--- src/rtl/core/dsp_pkg.sv ---
package dsp_pkg;

   // Date format codes held in the format register.
   localparam logic [1:0] FMT_MDY = 2'd0;
   localparam logic [1:0] FMT_DMY = 2'd1;
   localparam logic [1:0] FMT_YMD = 2'd2;
   localparam logic [1:0] FMT_ISO = 2'd3;

   // Register indexes on the configuration port.
   localparam logic [1:0] REG_DATE_FORMAT = 2'd0;
   localparam logic [1:0] REG_SHORT_EN    = 2'd1;
   localparam logic [1:0] REG_REF_YEAR    = 2'd2;
   localparam logic [1:0] REG_REF_MONTH   = 2'd3;

   // Character codes.
   localparam logic [7:0] CHAR_DASH  = 8'h2D;
   localparam logic [7:0] CHAR_SLASH = 8'h2F;
   localparam logic [7:0] CHAR_ZERO  = 8'h30;
   localparam logic [7:0] CHAR_NINE  = 8'h39;

   // Accepted year range.
   localparam logic [16:0] YEAR_MIN = 17'd1902;
   localparam logic [16:0] YEAR_MAX = 17'd2037;

   // Field accumulator ceiling.
   localparam logic [19:0] FIELD_MAX = 20'd65535;

   // Reciprocal of 100 for a 14-bit dividend: q = (x * 5243) >> 19.
   localparam logic [12:0] RECIP_100   = 13'd5243;
   localparam int          RECIP_SHIFT = 19;

   // Reset values of the reference registers.
   localparam logic [13:0] REF_YEAR_RESET  = 14'd2000;
   localparam logic [7:0]  CENT_Q_RESET    = 8'd20;
   localparam logic [3:0]  REF_MONTH_RESET = 4'd1;

   // Configuration as seen by the datapath.
   typedef struct packed {
      logic [1:0]  date_format;
      logic        short_en;
      logic [13:0] ref_year;
      logic [7:0]  cent_q;      // ref_year / 100
      logic [3:0]  ref_month;
   } cfg_type;

   // Date fields captured at the terminator, already mapped to year, month and day.
   typedef struct packed {
      logic        ok;          // string well formed, last field non-zero
      logic        n_lt2;       // fewer than two separators
      logic        n_lt1;       // no separator at all
      logic [15:0] year;
      logic [15:0] month;
      logic [15:0] day;
   } term_type;

   // Days in a month, without the leap day; codes outside 1 to 12 give zero.
   function automatic logic [4:0] month_days(input logic [3:0] m);
      logic [4:0] d;
      case (m)
         4'd2: d = 5'd28;
         4'd4, 4'd6, 4'd9, 4'd11: d = 5'd30;
         4'd1, 4'd3, 4'd5, 4'd7, 4'd8, 4'd10, 4'd12: d = 5'd31;
         default: d = 5'd0;
      endcase
      return d;
   endfunction

endpackage

--- src/rtl/core/dsp_accum.sv ---
module dsp_accum (
   input  logic               clock,
   input  logic               reset,
   input  dsp_pkg::cfg_type   cfg,
   input  logic               req_valid,
   output logic               req_stall,
   input  logic [7:0]         req_char_code,
   input  logic               req_end_of_string,
   output logic               term_valid,
   input  logic               term_ready,
   output dsp_pkg::term_type  term
);

   // Input register.
   logic        a_valid_ff, a_valid_in;
   logic [7:0]  a_char_ff;
   logic        a_eos_ff;

   // String state.
   logic [15:0] field_ff [3];
   logic [15:0] field_in [3];
   logic [1:0]  sep_cnt_ff, sep_cnt_in;
   logic        bad_ff, bad_in;

   // Terminal capture register.
   logic              term_valid_ff;
   dsp_pkg::term_type term_ff, term_in;

   logic        b_ready;
   logic        a_fire;
   logic        a_ready;
   logic        load;
   logic [7:0]  sep_char;
   logic        is_digit;
   logic [3:0]  digit;
   logic [15:0] cur;
   logic [19:0] cur_ext;
   logic [19:0] acc;
   logic [15:0] acc_sat;
   logic [1:0]  n_c;
   logic [15:0] last_field;

   // Handshake between the input register and the capture register.
   assign b_ready   = !term_valid_ff || term_ready;
   assign a_fire    = a_valid_ff && (!a_eos_ff || b_ready);
   assign a_ready   = !a_valid_ff || a_fire;
   assign req_stall = !a_ready;
   assign load      = req_valid && a_ready;
   assign a_valid_in = load ? 1'b1 : (a_fire ? 1'b0 : a_valid_ff);

   // Separator follows the current format.
   assign sep_char = (cfg.date_format == dsp_pkg::FMT_ISO) ? dsp_pkg::CHAR_DASH
                                                            : dsp_pkg::CHAR_SLASH;
   assign is_digit = (a_char_ff >= dsp_pkg::CHAR_ZERO) && (a_char_ff <= dsp_pkg::CHAR_NINE);
   // The low nibble of a digit character is its value.
   assign digit    = a_char_ff[3:0];

   // Field selected by the separator count.
   always_comb begin
      case (sep_cnt_ff)
         2'd0: cur = field_ff[0];
         2'd1: cur = field_ff[1];
         default: cur = field_ff[2];
      endcase
   end

   // Multiply by ten and add the digit, saturating at the field ceiling.
   assign cur_ext = {4'b0, cur};
   assign acc     = (cur_ext << 3) + (cur_ext << 1) + {16'b0, digit};
   assign acc_sat = (acc > dsp_pkg::FIELD_MAX) ? 16'hFFFF : acc[15:0];

   // Next string state for one character beat, or a clear at the terminator.
   always_comb begin
      field_in   = field_ff;
      sep_cnt_in = sep_cnt_ff;
      bad_in     = bad_ff;
      if (a_fire) begin
         if (a_eos_ff) begin
            field_in[0] = '0;
            field_in[1] = '0;
            field_in[2] = '0;
            sep_cnt_in  = '0;
            bad_in      = 1'b0;
         end else if (!bad_ff && sep_cnt_ff <= 2'd2) begin
            if (a_char_ff == sep_char) begin
               if (sep_cnt_ff >= 2'd2) begin
                  bad_in = 1'b1;
               end else begin
                  sep_cnt_in = sep_cnt_ff + 2'd1;
               end
            end else if (is_digit) begin
               case (sep_cnt_ff)
                  2'd0: field_in[0] = acc_sat;
                  2'd1: field_in[1] = acc_sat;
                  2'd2: field_in[2] = acc_sat;
                  default: ;
               endcase
            end else begin
               bad_in = 1'b1;
            end
         end
      end
   end

   // Map the fields to year, month and day as the format orders them.
   assign n_c = (sep_cnt_ff > 2'd2) ? 2'd2 : sep_cnt_ff;

   always_comb begin
      case (n_c)
         2'd0: last_field = field_ff[0];
         2'd1: last_field = field_ff[1];
         default: last_field = field_ff[2];
      endcase
   end

   always_comb begin
      term_in       = term_ff;
      term_in.n_lt2 = (n_c < 2'd2);
      term_in.n_lt1 = (n_c < 2'd1);
      term_in.ok    = !bad_ff && !((!cfg.short_en && n_c < 2'd2) || last_field == 16'd0);
      case (cfg.date_format)
         dsp_pkg::FMT_MDY: begin
            term_in.month = (n_c >= 2'd1) ? field_ff[0] : 16'd0;
            term_in.day   = (n_c >= 2'd1) ? field_ff[1] : field_ff[0];
            term_in.year  = field_ff[2];
         end
         dsp_pkg::FMT_DMY: begin
            term_in.day   = field_ff[0];
            term_in.month = field_ff[1];
            term_in.year  = field_ff[2];
         end
         default: begin
            term_in.day = last_field;
            case (n_c)
               2'd0: begin
                  term_in.year  = 16'd0;
                  term_in.month = 16'd0;
               end
               2'd1: begin
                  term_in.year  = 16'd0;
                  term_in.month = field_ff[0];
               end
               default: begin
                  term_in.year  = field_ff[0];
                  term_in.month = field_ff[1];
               end
            endcase
         end
      endcase
   end

   // Registers.
   always_ff @(posedge clock) begin
      if (reset) begin
         a_valid_ff    <= 1'b0;
         field_ff[0]   <= '0;
         field_ff[1]   <= '0;
         field_ff[2]   <= '0;
         sep_cnt_ff    <= '0;
         bad_ff        <= 1'b0;
         term_valid_ff <= 1'b0;
      end else begin
         a_valid_ff  <= a_valid_in;
         field_ff    <= field_in;
         sep_cnt_ff  <= sep_cnt_in;
         bad_ff      <= bad_in;
         if (b_ready) begin
            term_valid_ff <= a_fire && a_eos_ff;
         end
      end
   end

   // Payload registers.
   always_ff @(posedge clock) begin
      if (load) begin
         a_char_ff <= req_char_code;
         a_eos_ff  <= req_end_of_string;
      end
      if (b_ready && a_fire && a_eos_ff) begin
         term_ff <= term_in;
      end
   end

   assign term_valid = term_valid_ff;
   assign term       = term_ff;

endmodule

--- src/rtl/core/dsp_check.sv ---
module dsp_check (
   input  logic               clock,
   input  logic               reset,
   input  dsp_pkg::cfg_type   cfg,
   input  logic               term_valid,
   output logic               term_ready,
   input  dsp_pkg::term_type  term,
   output logic               rsp_valid,
   input  logic               rsp_stall,
   output logic               rsp_valid_res,
   output logic [10:0]        rsp_year,
   output logic [3:0]         rsp_month,
   output logic [4:0]         rsp_day
);

   logic        out_valid_ff;
   logic        res_ok_ff, res_ok_in;
   logic [10:0] year_ff, year_in;
   logic [3:0]  month_ff, month_in;
   logic [4:0]  day_ff, day_in;

   logic        c_ready;
   logic [13:0] q_ext;
   logic [13:0] century;
   logic [16:0] y_sum;
   logic [16:0] yf;
   logic [15:0] mf;
   logic        in_range;
   logic        leap;
   logic [4:0]  limit;
   logic        good;

   assign c_ready    = !out_valid_ff || !rsp_stall;
   assign term_ready = c_ready;

   // Century of the reference year: q * 100 as shifts and adds.
   assign q_ext   = {6'b0, cfg.cent_q};
   assign century = (q_ext << 6) + (q_ext << 5) + (q_ext << 2);
   assign y_sum   = {1'b0, term.year} + {3'b0, century};

   // Short forms add the reference century to a two-digit year, or fill the year and month from the reference date.
   always_comb begin
      yf = {1'b0, term.year};
      mf = term.month;
      if (cfg.short_en) begin
         if (term.year != 16'd0 && term.year < 16'd100) begin
            yf = y_sum;
         end else if (term.n_lt2) begin
            yf = {3'b0, cfg.ref_year};
            if (term.n_lt1) begin
               mf = {12'b0, cfg.ref_month};
            end
         end
      end
   end

   // Range checks. Within 1902 to 2037 every year divisible by four is a leap year.
   assign in_range = term.ok && (yf >= dsp_pkg::YEAR_MIN) && (yf <= dsp_pkg::YEAR_MAX) &&
                     (mf >= 16'd1) && (mf <= 16'd12) && (term.day >= 16'd1);
   assign leap     = (yf[1:0] == 2'd0);
   assign limit    = dsp_pkg::month_days(mf[3:0]) + {4'b0, (mf == 16'd2) && leap};
   assign good     = in_range && (term.day <= {11'b0, limit});

   assign res_ok_in = good;
   assign year_in   = good ? yf[10:0] : 11'd0;
   assign month_in  = good ? mf[3:0]  : 4'd0;
   assign day_in    = good ? term.day[4:0] : 5'd0;

   // Result register.
   always_ff @(posedge clock) begin
      if (reset) begin
         out_valid_ff <= 1'b0;
      end else if (c_ready) begin
         out_valid_ff <= term_valid;
      end
   end

   always_ff @(posedge clock) begin
      if (c_ready && term_valid) begin
         res_ok_ff <= res_ok_in;
         year_ff   <= year_in;
         month_ff  <= month_in;
         day_ff    <= day_in;
      end
   end

   assign rsp_valid     = out_valid_ff;
   assign rsp_valid_res = res_ok_ff;
   assign rsp_year      = year_ff;
   assign rsp_month     = month_ff;
   assign rsp_day       = day_ff;

endmodule

--- src/rtl/core/date_string_parser.sv ---
// Date string parser.
// The request channel carries one beat per character of a date string:
// req_char_code with req_end_of_string low, and a final terminator beat with
// req_end_of_string high. Digits build up to three fields split by '/' (or by
// '-' in ISO format). The terminator yields one response beat with
// rsp_valid_res and the parsed year, month and day (all zero when invalid).
// Character beats yield no response.
// Throughput is one beat per cycle while req_stall is low; the field
// accumulator multiplies by ten and adds a digit combinationally between the
// input register and the state registers. A terminator passes through the
// input register and then the capture register, and then the result register
// drives rsp_valid.
// While rsp_stall holds a waiting response, character beats keep flowing and
// one more terminator is held in the capture register; req_stall rises only
// once a further terminator reaches the input register.
// Reset clears the string state, the pipeline and the registers to format 0,
// short forms off, reference year 2000 and reference month 1. The user must
// write csr_ port registers only while the block is idle; the block does not enforce it.
module date_string_parser (
   input  logic        clock,
   input  logic        reset,
   input  logic        req_valid,
   output logic        req_stall,
   input  logic [7:0]  req_char_code,
   input  logic        req_end_of_string,
   output logic        rsp_valid,
   input  logic        rsp_stall,
   output logic        rsp_valid_res,
   output logic [10:0] rsp_year,
   output logic [3:0]  rsp_month,
   output logic [4:0]  rsp_day,
   input  logic        csr_psel,
   input  logic        csr_penable,
   input  logic        csr_pwrite,
   input  logic [3:0]  csr_paddr,
   input  logic [31:0] csr_pwdata,
   output logic [31:0] csr_prdata,
   output logic        csr_pready
);

   logic [1:0]  date_format_ff;
   logic        short_en_ff;
   logic [13:0] ref_year_ff;
   logic [7:0]  cent_q_ff;
   logic [3:0]  ref_month_ff;

   logic              wr_en;
   logic [1:0]        reg_idx;
   logic [26:0]       recip_prod;
   dsp_pkg::cfg_type  cfg;
   logic              term_valid;
   logic              term_ready;
   dsp_pkg::term_type term;

   // Configuration registers.
   assign csr_pready = 1'b1;
   assign wr_en      = csr_psel && csr_penable && csr_pwrite && csr_pready;
   assign reg_idx    = csr_paddr[3:2];
   assign recip_prod = {13'b0, csr_pwdata[13:0]} * {14'b0, dsp_pkg::RECIP_100};

   always_ff @(posedge clock) begin
      if (reset) begin
         date_format_ff <= dsp_pkg::FMT_MDY;
         short_en_ff    <= 1'b0;
         ref_year_ff    <= dsp_pkg::REF_YEAR_RESET;
         cent_q_ff      <= dsp_pkg::CENT_Q_RESET;
         ref_month_ff   <= dsp_pkg::REF_MONTH_RESET;
      end else if (wr_en) begin
         unique case (reg_idx)
            dsp_pkg::REG_DATE_FORMAT: date_format_ff <= csr_pwdata[1:0];
            dsp_pkg::REG_SHORT_EN:    short_en_ff    <= csr_pwdata[0];
            dsp_pkg::REG_REF_YEAR: begin
               ref_year_ff <= csr_pwdata[13:0];
               cent_q_ff   <= recip_prod[dsp_pkg::RECIP_SHIFT+7:dsp_pkg::RECIP_SHIFT];
            end
            dsp_pkg::REG_REF_MONTH:   ref_month_ff   <= csr_pwdata[3:0];
            default: ;
         endcase
      end
   end

   // Register read-back.
   always_comb begin
      unique case (reg_idx)
         dsp_pkg::REG_DATE_FORMAT: csr_prdata = {30'b0, date_format_ff};
         dsp_pkg::REG_SHORT_EN:    csr_prdata = {31'b0, short_en_ff};
         dsp_pkg::REG_REF_YEAR:    csr_prdata = {18'b0, ref_year_ff};
         dsp_pkg::REG_REF_MONTH:   csr_prdata = {28'b0, ref_month_ff};
         default:                  csr_prdata = '0;
      endcase
   end

   assign cfg.date_format = date_format_ff;
   assign cfg.short_en    = short_en_ff;
   assign cfg.ref_year    = ref_year_ff;
   assign cfg.cent_q      = cent_q_ff;
   assign cfg.ref_month   = ref_month_ff;

   // Character accumulation and terminal capture.
   dsp_accum u_accum (
      .clock             (clock),
      .reset             (reset),
      .cfg               (cfg),
      .req_valid         (req_valid),
      .req_stall         (req_stall),
      .req_char_code     (req_char_code),
      .req_end_of_string (req_end_of_string),
      .term_valid        (term_valid),
      .term_ready        (term_ready),
      .term              (term)
   );

   // Date check and result register.
   dsp_check u_check (
      .clock         (clock),
      .reset         (reset),
      .cfg           (cfg),
      .term_valid    (term_valid),
      .term_ready    (term_ready),
      .term          (term),
      .rsp_valid     (rsp_valid),
      .rsp_stall     (rsp_stall),
      .rsp_valid_res (rsp_valid_res),
      .rsp_year      (rsp_year),
      .rsp_month     (rsp_month),
      .rsp_day       (rsp_day)
   );

`ifndef ASSERT_OFF
   // An invalid date carries zero fields.
   a_invalid_zero: assert property (@(posedge clock) disable iff (reset)
      (rsp_valid && !rsp_valid_res) |-> (rsp_year == 11'd0 && rsp_month == 4'd0 &&
                                         rsp_day == 5'd0))
      else $error("invalid response with non-zero fields");

   // A valid date lies within the accepted range.
   a_valid_range: assert property (@(posedge clock) disable iff (reset)
      (rsp_valid && rsp_valid_res) |-> (rsp_year >= 11'd1902 && rsp_year <= 11'd2037 &&
                                        rsp_month >= 4'd1 && rsp_month <= 4'd12 &&
                                        rsp_day >= 5'd1))
      else $error("valid response out of range");

   // With the result register empty the input side never stalls.
   a_no_stall_empty: assert property (@(posedge clock) disable iff (reset)
      !rsp_valid |-> !req_stall)
      else $error("request stalled with empty result register");

   // Reset empties the result register.
   a_reset_empty: assert property (@(posedge clock)
      reset |=> !rsp_valid)
      else $error("response pending after reset");
`endif

endmodule
--- config.mk ---
export PLATFORM = sky130hd
export DESIGN_NAME = date_string_parser
export DESIGN_NICKNAME = d
export VERILOG_FILES = /design/src/rtl/core/dsp_pkg.sv /design/src/rtl/core/dsp_accum.sv /design/src/rtl/core/dsp_check.sv /design/src/rtl/core/date_string_parser.sv
export SDC_FILE = /design/constraint.sdc
export NUM_CORES = 1
export LEC_CHECK = 0
export ABC_AREA = 1
export BUFFER_PORTS_ARGS = -buffer_cell sky130_fd_sc_hd__buf_2
export CAP_MARGIN = 20
export CELL_PAD_IN_SITES_DETAIL_PLACEMENT = 0
export CELL_PAD_IN_SITES_GLOBAL_PLACEMENT = 1
export CORE_MARGIN = 2
export CORE_UTILIZATION = 50
export DETAILED_ROUTE_END_ITERATION = 6
export PLACE_DENSITY = 0.92
export SLEW_MARGIN = 20
export SYNTH_ARGS = -nofsm -noshare
export SYNTH_HDL_FRONTEND = slang
export SYNTH_SLANG_ARGS = --single-unit
export TNS_END_PERCENT = 30
--- constraint.sdc ---
create_clock -name clock -period 15.5 [get_ports clock]
set_input_delay 4.65 -clock clock [delete_from_list [all_inputs] [get_ports clock]]
set_output_delay 4.65 -clock clock [all_outputs]
set_load 0.02 [all_outputs]
==> results of run 1 <==
==> cell families (layout without fill, tap and decap cells) <==
kind of cell | after synthesis | count (layout) | share of synthesized area
AOI/OAI and AO/OA | 389 | 389 | 0.1666
xor gates and xnor gates | 27 | 27 | 0.01716
adders and majority gates | 234 | 234 | 0.2511
buffers and inverters | 381 | 419 | 0.1110
DFF | 164 | 164 | 0.2971
muxes | 1 | 1 | 0.0007264
other | 2 | 19 | 0.0005450
and+or+nand+nor | 479 | 479 | 0.1557
==> cell usage in the layout (no fill, tap or decap), drive strengths merged, types with 4 or more instances in the layout <==
cell type and instances:
o21bai 5, edfxtp 81, a21oi 142, buf 78, dfxtp 83, inv 309, nor3 13, conb 19
o221ai 30, fa 71, o22ai 33, clkinv 9, o2111ai 4, nand2 234, o211ai 30, a22oi 5
xor2 11, xnor2 16, ha 163, nand3b 8, nor2 116, o21ai 121, nand4 20, a211oi 4
nor4 11, clkbuf 19, nand3 75, a31oi 4
==> final timing paths <==
check                        startpoint              endpoint  slack, ps
setup / recovery           csr_paddr[3]         csr_prdata[8]       5100
hold / removal        u_check.rsp_valid     u_check.rsp_valid        510
setup reg to reg  u_accum.sep_cnt_ff[1]  u_accum.field_ff[28]       9960
hold reg to reg       u_check.rsp_valid     u_check.rsp_valid        510
==> stage by stage <==
stage / util / total power (W) / hold WS, ps / instances
final: 0.5520 / 0.001637 / 514.8 / 2073
after floorplan: - / 0.001046 / 457.0 / 1694
after detailed placement: 0.5305 / 0.001222 / 509.8 / 2041
after global placement: 0.5305 / 0.001199 / 497.4 / 2041
after CTS: 0.5519 / 0.001637 / 519.1 / 2073
after global routing: 0.5520 / 0.001774 / 561.4 / 2073
==> area by class of cell <==
type                       instances  area, um2
fill                            2516      12110
multi-input combinational       1149       8239
sequential                       164       4094
inverter                         309       1165
clock buffer                      19      454.2
tap                              341      426.7
timing repair buffer              78      415.4
clock inverter                    13      123.9
==> metal layers <==
metal / GRT usage / vias to the layer above
met5: 0 / -
met3: 0.04163 / 54
li1: - / 5712
met1: 0.3659 / 5389
met2: 0.3778 / 389
met4: 0.06763 / 0
==> sequential cells by signal, indices dropped and copies added, names as in the netlist <==
name	flops
ref_year_ff	14
u_accum.a_char_ff	8
u_check.rsp_day	5
u_accum.bad_ff	1
cent_q_ff	8
u_accum.sep_cnt_ff	2
u_check.rsp_valid_res	1
u_check.rsp_month	4
ref_month_ff	4
date_format_ff	2
u_accum.term	51
u_check.rsp_valid	1
u_accum.field_ff	48
u_accum.term_valid	1
u_accum.a_eos_ff	1
short_en_ff	1
u_accum.a_valid_ff	1
u_check.rsp_year	11
==> worst min-delay path, delay by kind of cell, from the launching register on <==
kind | cells | cell delay (ps)
AO/OA/AOI/OAI | 1 | 60
flip-flops | 1 | 330
AND/OR/NAND/NOR | 1 | 80
==> where the power goes <==
group          switching (W)  leakage (nW)  internal, W
combinational       0.000466          5.19     0.000273
sequential         0.0000138          1.47     0.000472
clock               0.000179         0.276     0.000233
total               0.000660          6.94     0.000977
==> impl_results.md, run 1 <==
* Status: complete, no violations
* DR DRC count at 0
* Core Rows at 60
* First-pass GRT wire length at 56750 um
* Largest net degree at the start of global routing at 73
* Clock-pin slew on the worst setup and hold paths at 60 ps
* Chip width at 170.0 um
* # Post-CTS Setup Buffers at 0
* Antenna violations before repair at 0
* Setup violations, final at 0
* Final min period at 10400 ps
* Layout cells sized above 1 at 0.09180
* R2R cell count at 24
* DR top layer: met4
* Total number of vias at 11540
* Rel. slew slack at 0.2903
* Hold violation count in the final report at 0
* IO Port Bufs at 68
* Crit path max-delay cell type: nor2_1
* DR iter-0 viols at 1053
* Root buffer cell: clkbuf_16
* Post-DP Area at 0.01434 mm2
* H-tree lvl count at 4
* DR WL met2 at 14750 um
* Critical path depth at 6
* HPWL after DPL at 27520 um
* Setup crit start kind: input port
* Hold Buf Count CTS at 0
* Clock sink total at 164
* Top-level I/O count at 108
* Worst Path Arrival at 5750 ps
* Worst-Margin Slew at 1064 ps
* Max cap viols at 0
* Tcrit/Tclk final at 0.6710
* Register area share after synthesis at 0.2971
* Post-synth EDFFs at 81
* Max VDD drop at 0.1027 mV
* Post-route setup slack at 5100 ps
* ANT nets after route at 0
* Gate count of the mapped netlist at 1677
* Max Slew Vio Count at 0
* Clock Tree Buf Depth at 2
* Distinct cells, synth at 55
* Cell with the most instances after synthesis: inv_1
* DR vias/cell at 5.569
* CP delay by family, top: buffers and inverters
* Top cells by count, synth: inv_1 (302), nand2_1 (231), ha_1 (163), a21oi_1 (140), o21ai_0 (114)
* Worst skew pair latency at 440 ps
* Resize count post-CTS at 0
* Syn Std Cell Area at 0.01378 mm2
* Fmax at 0.09615 GHz
* Pre-CTS WS at 5078 ps
* Post-layout instance area at 0.01492 mm2
* Area grow syn2layout at 8.253%
* Router iterations before antenna repair at 5
* Congestion Overflow GR at 0
* Ant diodes at 0
* Gr usage total at 0.2486
* Worst path max stage delay at 320 ps
* Met3 Wirelength at 2130 um
* Worst Path Max Fanout at 11
* Vias in the first global route at 11000
* Worst Setup End Kind: primary output
* Critical path class: input port to primary output
* Die height at 170.0 um
* Pwr/cell area at 109.7 mW/mm2
* CP Cell Sequence: buf_2, inv_1, nor2_1, inv_1, nor2_1, buf_2
* CORE AREA at 0.02703 mm2
* Leak at 6.937 nW
* Met1 Wirelength at 16600 um
* Die ar. at 0.02891 mm2
* Buf/Inv on CP at 4
* Starting density of the core at 0.5099
* Hold Path Stages at 2
* Top FF cell, synth: dfxtp_1
* Async SR Flop Fraction at 0
* Clock Skew at 15.91 ps
* Main area contributors after synthesis: edfxtp_1 (18%), ha_1 (15%), dfxtp_1 (12%)
* Total negative slack at 0 ps
* Wirelength, routed at 34260 um
* Synth Area per Inst at 8.217 um2
* Hold Path Class: flop to flop
* CTS tree: yes
* Nets at 2005
* Drt wl/cell at 16.52 um
* Yosys reg bits at 164
* Share of the synthesized area in the top cell type at 0.1765
* RSZ-0062 raised after global routing: false
* TritonCTS Buffers at 17
* GP Congestion at 0.9014
* WP data required at 10850 ps
* Yosys Warn Count at 0
* Synth area leader: edfxtp_1
No activity file was read; power rests on OpenSTA's default activity.
==> run 2, diff against run 1 <==
--- a/config.mk
+++ b/config.mk
@@ -11,9 +11,9 @@
 export CELL_PAD_IN_SITES_DETAIL_PLACEMENT = 0
 export CELL_PAD_IN_SITES_GLOBAL_PLACEMENT = 1
 export CORE_MARGIN = 2
-export CORE_UTILIZATION = 50
+export CORE_UTILIZATION = 42
 export DETAILED_ROUTE_END_ITERATION = 6
-export PLACE_DENSITY = 0.92
+export PLACE_DENSITY = 0.83
 export SLEW_MARGIN = 20
 export SYNTH_ARGS = -nofsm -noshare
 export SYNTH_HDL_FRONTEND = slang
==> constraint.sdc (replaced) <==
create_clock -name clock -period 8.8 [get_ports clock]
set_input_delay 2.64 -clock clock [delete_from_list [all_inputs] [get_ports clock]]
set_output_delay 2.64 -clock clock [all_outputs]
set_load 0.02 [all_outputs]
==> run 2 against run 1 <==
Sequential cell count did not move. Sequential share of layout area fell by 0.28 points. Sequential power rose by 76%.
==> impl_results.md, run 2 (synthesized netlist as in run 1, its figures left out) <==
* Status: complete, no violations
* Comb pwr share at 0.439
* DR DRC count at 0
* DR vias/cell at 5.267
* Wirelength, routed at 34270 um
* R2r endpoint: u_accum.field_ff[2]
* Worst Path Max Fanout at 5
* Max Slew Vio Count at 0
* Max VDD drop at 0.1388 mV
* Tcrit/Tclk final at 0.7615
* Clock sink total at 164
* Crit path max-delay cell type: fa_1
* Clock Tree Buf Depth at 2
* # Post-CTS Setup Buffers at 0
* Core Rows at 66
* Ant diodes at 0
* Fmax at 0.1492 GHz
* Rel. slew slack at 0.3158
* Area grow syn2layout at 9.361%
* Total number of vias at 11440
* Pint at 0.001736 W
* CTS tree: yes
* Final min period at 6702 ps
* Worst-Margin Slew at 1023 ps
* Resize count post-CTS at 0
* Worst path max stage delay at 530 ps
* Regs by FF count: u_accum.term: 51 flops, u_accum.field_ff: 48 flops, ref_year_ff: 14 flops
* GP Congestion at 0.9181
* Drt wl/cell at 15.78 um
* Congestion Overflow GR at 0
* Pwr/cell area at 192.9 mW/mm2
* CP startpoint: csr_pwdata[1]
* Top-level I/O count at 108
* Hold violation count in the final report at 0
* Most frequent cells in the layout: inv_1 (301), nand2_1 (231), ha_1 (163)
* Worst Setup End Kind: flop
* Gr usage total at 0.2101
* Starting density of the core at 0.4246
* Die height at 185.1 um
* Buf/Inv on CP at 9
* Switching part of the total at 0.4028
* Hold Path Class: flop to flop
* Clock Skew at 14.93 ps
* # fillers at 3161
* Hold Buf Count CTS at 0
* Total negative slack at 0 ps
* Critical path class: input port to flop
* DR iter-0 viols at 925
* Critical path depth at 23
* Most common cell after layout, fill and taps aside: inv_1
* Sw power at 0.001171 W
* Worst skew pair latency at 440 ps
* CP Cell Sequence: buf_2, inv_1, fa_1, inv_1, ha_1, inv_1, fa_1, inv_1, ha_1, inv_1, fa_1, inv_1, ha_1, inv_1, o21bai_1, a21boi_0, nor2_1, o21ai_0, nand3_1, a31o_2, xor2_1, o21ai_0, inv_1
* Router iterations before antenna repair at 5
* First-pass GRT wire length at 56590 um
* Layout cells sized above 1 at 0.09249
* Antenna violations before repair at 0
* Worst r2r src: u_accum.sep_cnt_ff[1]
* Die ar. at 0.03428 mm2
* Nets at 2003
* Post-DP Area at 0.01446 mm2
* Post-layout instance area at 0.01507 mm2
* Crit path top cell by count: inv_1
* R2R cell count at 22
* R2r setup slk at 2660 ps
* Worst Path Arrival at 7020 ps
* H-tree lvl count at 4
* CP delay by family, top: adder cells
* Sequential power share at 0.294
* Clock power share at 0.267
* CORE AREA at 0.03245 mm2
* Hold Path Stages at 2
* Chip width at 185.1 um
* Root buffer cell: clkbuf_16
* Setup crit start kind: input port
* WP data required at 9120 ps
* Max cap viols at 0
* RSZ-0062 raised after global routing: false
* TritonCTS Buffers at 17
* HPWL after DPL at 27680 um
* Setup violations, final at 0
* Max reg flops at 51
* Largest net degree at the start of global routing at 73
* Top reg by flops: u_accum.term
* ANT nets after route at 0
* IO Port Bufs at 68
* Worst Setup EP: cent_q_ff[5]
* Hold slack at 511.2 ps
* Leak at 6.950 nW
* Clock-pin slew on the worst setup and hold paths at 70 ps
* Vias in the first global route at 10880
==> run 2: changes by cell type in the layout (fill, tap and decap cells not counted), moves of 2 or more <==
cell	delta
a21oi_1	-2
a21oi_2	+2
buf_4	-2
clkinv_2	-2
clkinv_4	-2
clkinv_8	+2
clkinvlp_4	-2
inv_6	+5
==> run 2: cell type report <==
| type | instances | area [um2] | area share |
|---|---|---|---|
| tap | 442 | 553.0 | 0.03670 |
| multi-input combinational | 1149 | 8244 | 0.5470 |
| timing repair buffer | 76 | 400.4 | 0.02657 |
| inverter | 309 | 1165 | 0.07729 |
| clock inverter | 15 | 188.9 | 0.01254 |
| clock buffer | 17 | 425.4 | 0.02823 |
| sequential | 164 | 4094 | 0.2716 |
==> run 2: how the worst min path moves through the flow <==
| stage | endpoint | from | slack (ps) |
|---|---|---|---|
| after global placement | u_check.rsp_valid | u_check.rsp_valid | 490 |
| after CTS | u_check.rsp_valid | u_accum.term_valid | 520 |
| after detailed placement | u_check.rsp_valid | u_accum.term_valid | 500 |
| after floorplan | u_check.rsp_valid | u_accum.term_valid | 460 |
| final | u_check.rsp_valid | u_accum.term_valid | 510 |
| after global routing | u_check.rsp_valid | u_accum.term_valid | 550 |
==> run 2: power by group through the flow <==
stage	Combinational [W]	Sequential, W	Clock, W
finish	0.00128	0.000854	0.000775
detailed placement	0.00127	0.000871	0
global placement	0.00125	0.000870	0
global route	0.00149	0.000858	0.000818
CTS	0.00128	0.000854	0.000793
floorplan	0.000981	0.000862	0
==> run 2: tightest hold or removal path: cells and delay by family (launching register included) <==
kind	cells	cell delay, ps
buffers and inverters	1	90
AO/OA/AOI/OAI	1	70
flip-flops	1	300
==> run 2: through the flow <==
stage	utilization	worst slack (ps)	power, W	cells
floorplan	-	2313	0.001843	1694
global placement	0.4452	1742	0.002123	2140
detailed placement	0.4454	1677	0.002138	2140
CTS	0.4644	2130	0.002924	2172
global route	0.4644	1741	0.003167	2172
finish	0.4644	2099	0.002907	2172
==> run 2: metal layers <==
layer | vias up | track usage | wire [um]
met3 | 44 | 0.02812 | 1924
met1 | 5291 | 0.3100 | 16940
met5 | - | 0 | 0
met2 | 388 | 0.3175 | 14580
li1 | 5716 | - | -
met4 | 0 | 0.06635 | 828
==> run 3, diff against run 2 <==
==> constraint.sdc (replaced) <==
create_clock -name clock -period 5.83 [get_ports clock]
set_input_delay 1.749 -clock clock [delete_from_list [all_inputs] [get_ports clock]]
set_output_delay 1.749 -clock clock [all_outputs]
set_load 0.02 [all_outputs]
==> run 3 against run 2 <==
Non-clock buffer count up 72. Via count up 2.3%. Worst hold slack better by 11 ps. Clock power up 38%. Routed wire length up 3.0%. Worst setup slack worse by 1800 ps. Sequential power up 51%. Cell count up 3.3%. Design area up 3.4%. Sequential cell count unchanged. Die area unchanged. Critical path type unchanged. Largest power group unchanged.
==> impl_results.md, run 3 (synthesized netlist as in run 1, its figures left out) <==
* Comb pwr share at 0.493
* Antenna violations before repair at 0
* Post-route setup slack at 267.7 ps
* DR vias/cell at 5.215
* Router iterations before antenna repair at 5
* Worst Path Arrival at 5890 ps
* Congestion Overflow GR at 0
* Sw power at 0.001793 W
* WP data required at 6160 ps
* TritonCTS Buffers at 17
* CP startpoint: csr_pwdata[10]
* Layout cells sized above 1 at 0.1287
* Switching part of the total at 0.3861
* Tcrit/Tclk final at 0.9541
* Worst r2r src: u_accum.sep_cnt_ff[1]
* Most frequent cells in the layout: inv_1 (301), nand2_1 (231), ha_1 (163)
* Core Rows at 66
* Final Power at 0.004645 W
* Die ar. at 0.03428 mm2
* Pint at 0.002851 W
* CORE AREA at 0.03245 mm2
* HPWL after DPL at 28950 um
* Clock-pin slew on the worst setup and hold paths at 60 ps
* Layout Cells excl Fill at 2244
* Starting density of the core at 0.4246
* Worst skew pair latency at 440 ps
* Critical path class: input port to flop
* Clock Tree Buf Depth at 2
* Nets at 2075
* Placed Cells incl. Taps at 2210
* Met1 Wirelength at 17680 um
* Worst Setup End Kind: flop
* Final min period at 5562 ps
* Max reg flops at 51
* DR WL met2 at 15240 um
* Gr usage total at 0.2172
* Clock power share at 0.230
* Drt wl/cell at 15.73 um
* Vias in the first global route at 11220
* Pre-CTS WS at -262.6 ps
* Met3 Wirelength at 1549 um
* Pwr/cell area at 298.2 mW/mm2
* Post-DP Area at 0.01499 mm2
* Hold path startpoint: u_accum.term_valid
* Max VDD drop at 0.2283 mV
* Top reg by flops: u_accum.term
* Worst Path Max Fanout at 6
* Clock sink total at 164
* Hold Buf Count CTS at 0
* Hold Path Class: flop to flop
* DR DRC count at 0
* Most common cell after layout, fill and taps aside: inv_1
* Post-layout instance area at 0.01558 mm2
* Largest net degree at the start of global routing at 73
* ANT nets after route at 0
* Rel. slew slack at 0.3074
* Clock Skew at 12.48 ps
* H-tree lvl count at 4
* Max cap viols at 0
* Hold violation count in the final report at 0
* CTS tree: yes
* First-pass GRT wire length at 58490 um
* Setup crit start kind: input port
* Top-level I/O count at 108
* GP Congestion at 0.9079
* Fmax at 0.1798 GHz
* Regs by FF count: u_accum.term: 51 flops, u_accum.field_ff: 48 flops, ref_year_ff: 14 flops
* Setup violations, final at 0
* Wirelength, routed at 35300 um
* Root buffer cell: clkbuf_16
* Total number of vias at 11700
* IO Port Bufs at 68
* Sequential power share at 0.278
* Leak at 7.292 nW
* Status: complete, no violations
* DR top layer: met4
* Worst-Margin Slew at 1039 ps
* Die height at 185.1 um
* Ant diodes at 0
* Max Slew Vio Count at 0
* Chip width at 185.1 um
* Area grow syn2layout at 13.04%
* DR iter-0 viols at 770
-- run 3: path summary, 6_finish.rpt --
kind                            cells after the start                    to  slack [ps]
worst max-delay path                               22          cent_q_ff[3]         270
worst min-delay path                                2     u_check.rsp_valid         520
worst max register to register                     24  u_accum.field_ff[33]         860
worst min register to register                      2     u_check.rsp_valid         520
-- run 3: final cells by class --
cell class | instances | area (um2)
repair buffers | 148 | 953.4
multi-input cells | 1149 | 8253
flip-flops and latches | 164 | 4094
clock inverters | 10 | 71.32
fillers | 3174 | 16880
clock buffers | 22 | 488.0
inverters | 309 | 1165
well taps | 442 | 553.0
-- run 3: routing by layer --
metal,track usage,vias to the layer above
met3,0.03028,50
met5,0,-
li1,-,5863
met2,0.3294,287
met1,0.3197,5503
met4,0.06603,0
-- run 3: power groups by stage --
stage                     Clock, W  Sequential [W]  Combinational, W
after floorplan                  0         0.00130           0.00148
after global placement           0         0.00131           0.00222
after detailed placement         0         0.00131           0.00224
after CTS                  0.00109         0.00129           0.00226
after global routing       0.00114         0.00130           0.00264
final                      0.00107         0.00129           0.00229
-- run 3: what timing repair did --
action | CTS | global route
resized for setup | 0 | 6
endpoints found under the setup margin | 0 | 5
setup buffers | 0 | 2
-- run 3: worst max-delay path, cell delays in order --
cell	delay, ps
buf_2	160
ha_1	310
inv_1	60
fa_1	510
inv_1	60
fa_1	500
inv_1	50
fa_1	460
fa_1	550
inv_1	50
ha_1	320
nand2_1	80
nand2_1	70
nand3_1	70
nand2_1	60
o21ai_2	150
nand3_2	120
buf_4	160
a21oi_1	110
o21ai_0	140
o211ai_1	110
inv_1	50
-- run 3: metrics by stage --
| stage | hold slack (ps) | setup TNS [ps] | utilization |
|---|---|---|---|
| after detailed placement | 509.5 | -1104 | 0.4620 |
| final | 522.3 | 0 | 0.4800 |
| after CTS | 513.9 | 0 | 0.4793 |
| after global placement | 490.6 | -661.5 | 0.4618 |
| after floorplan | 457.0 | 0 | - |
| after global routing | 525.6 | -11.00 | 0.4800 |
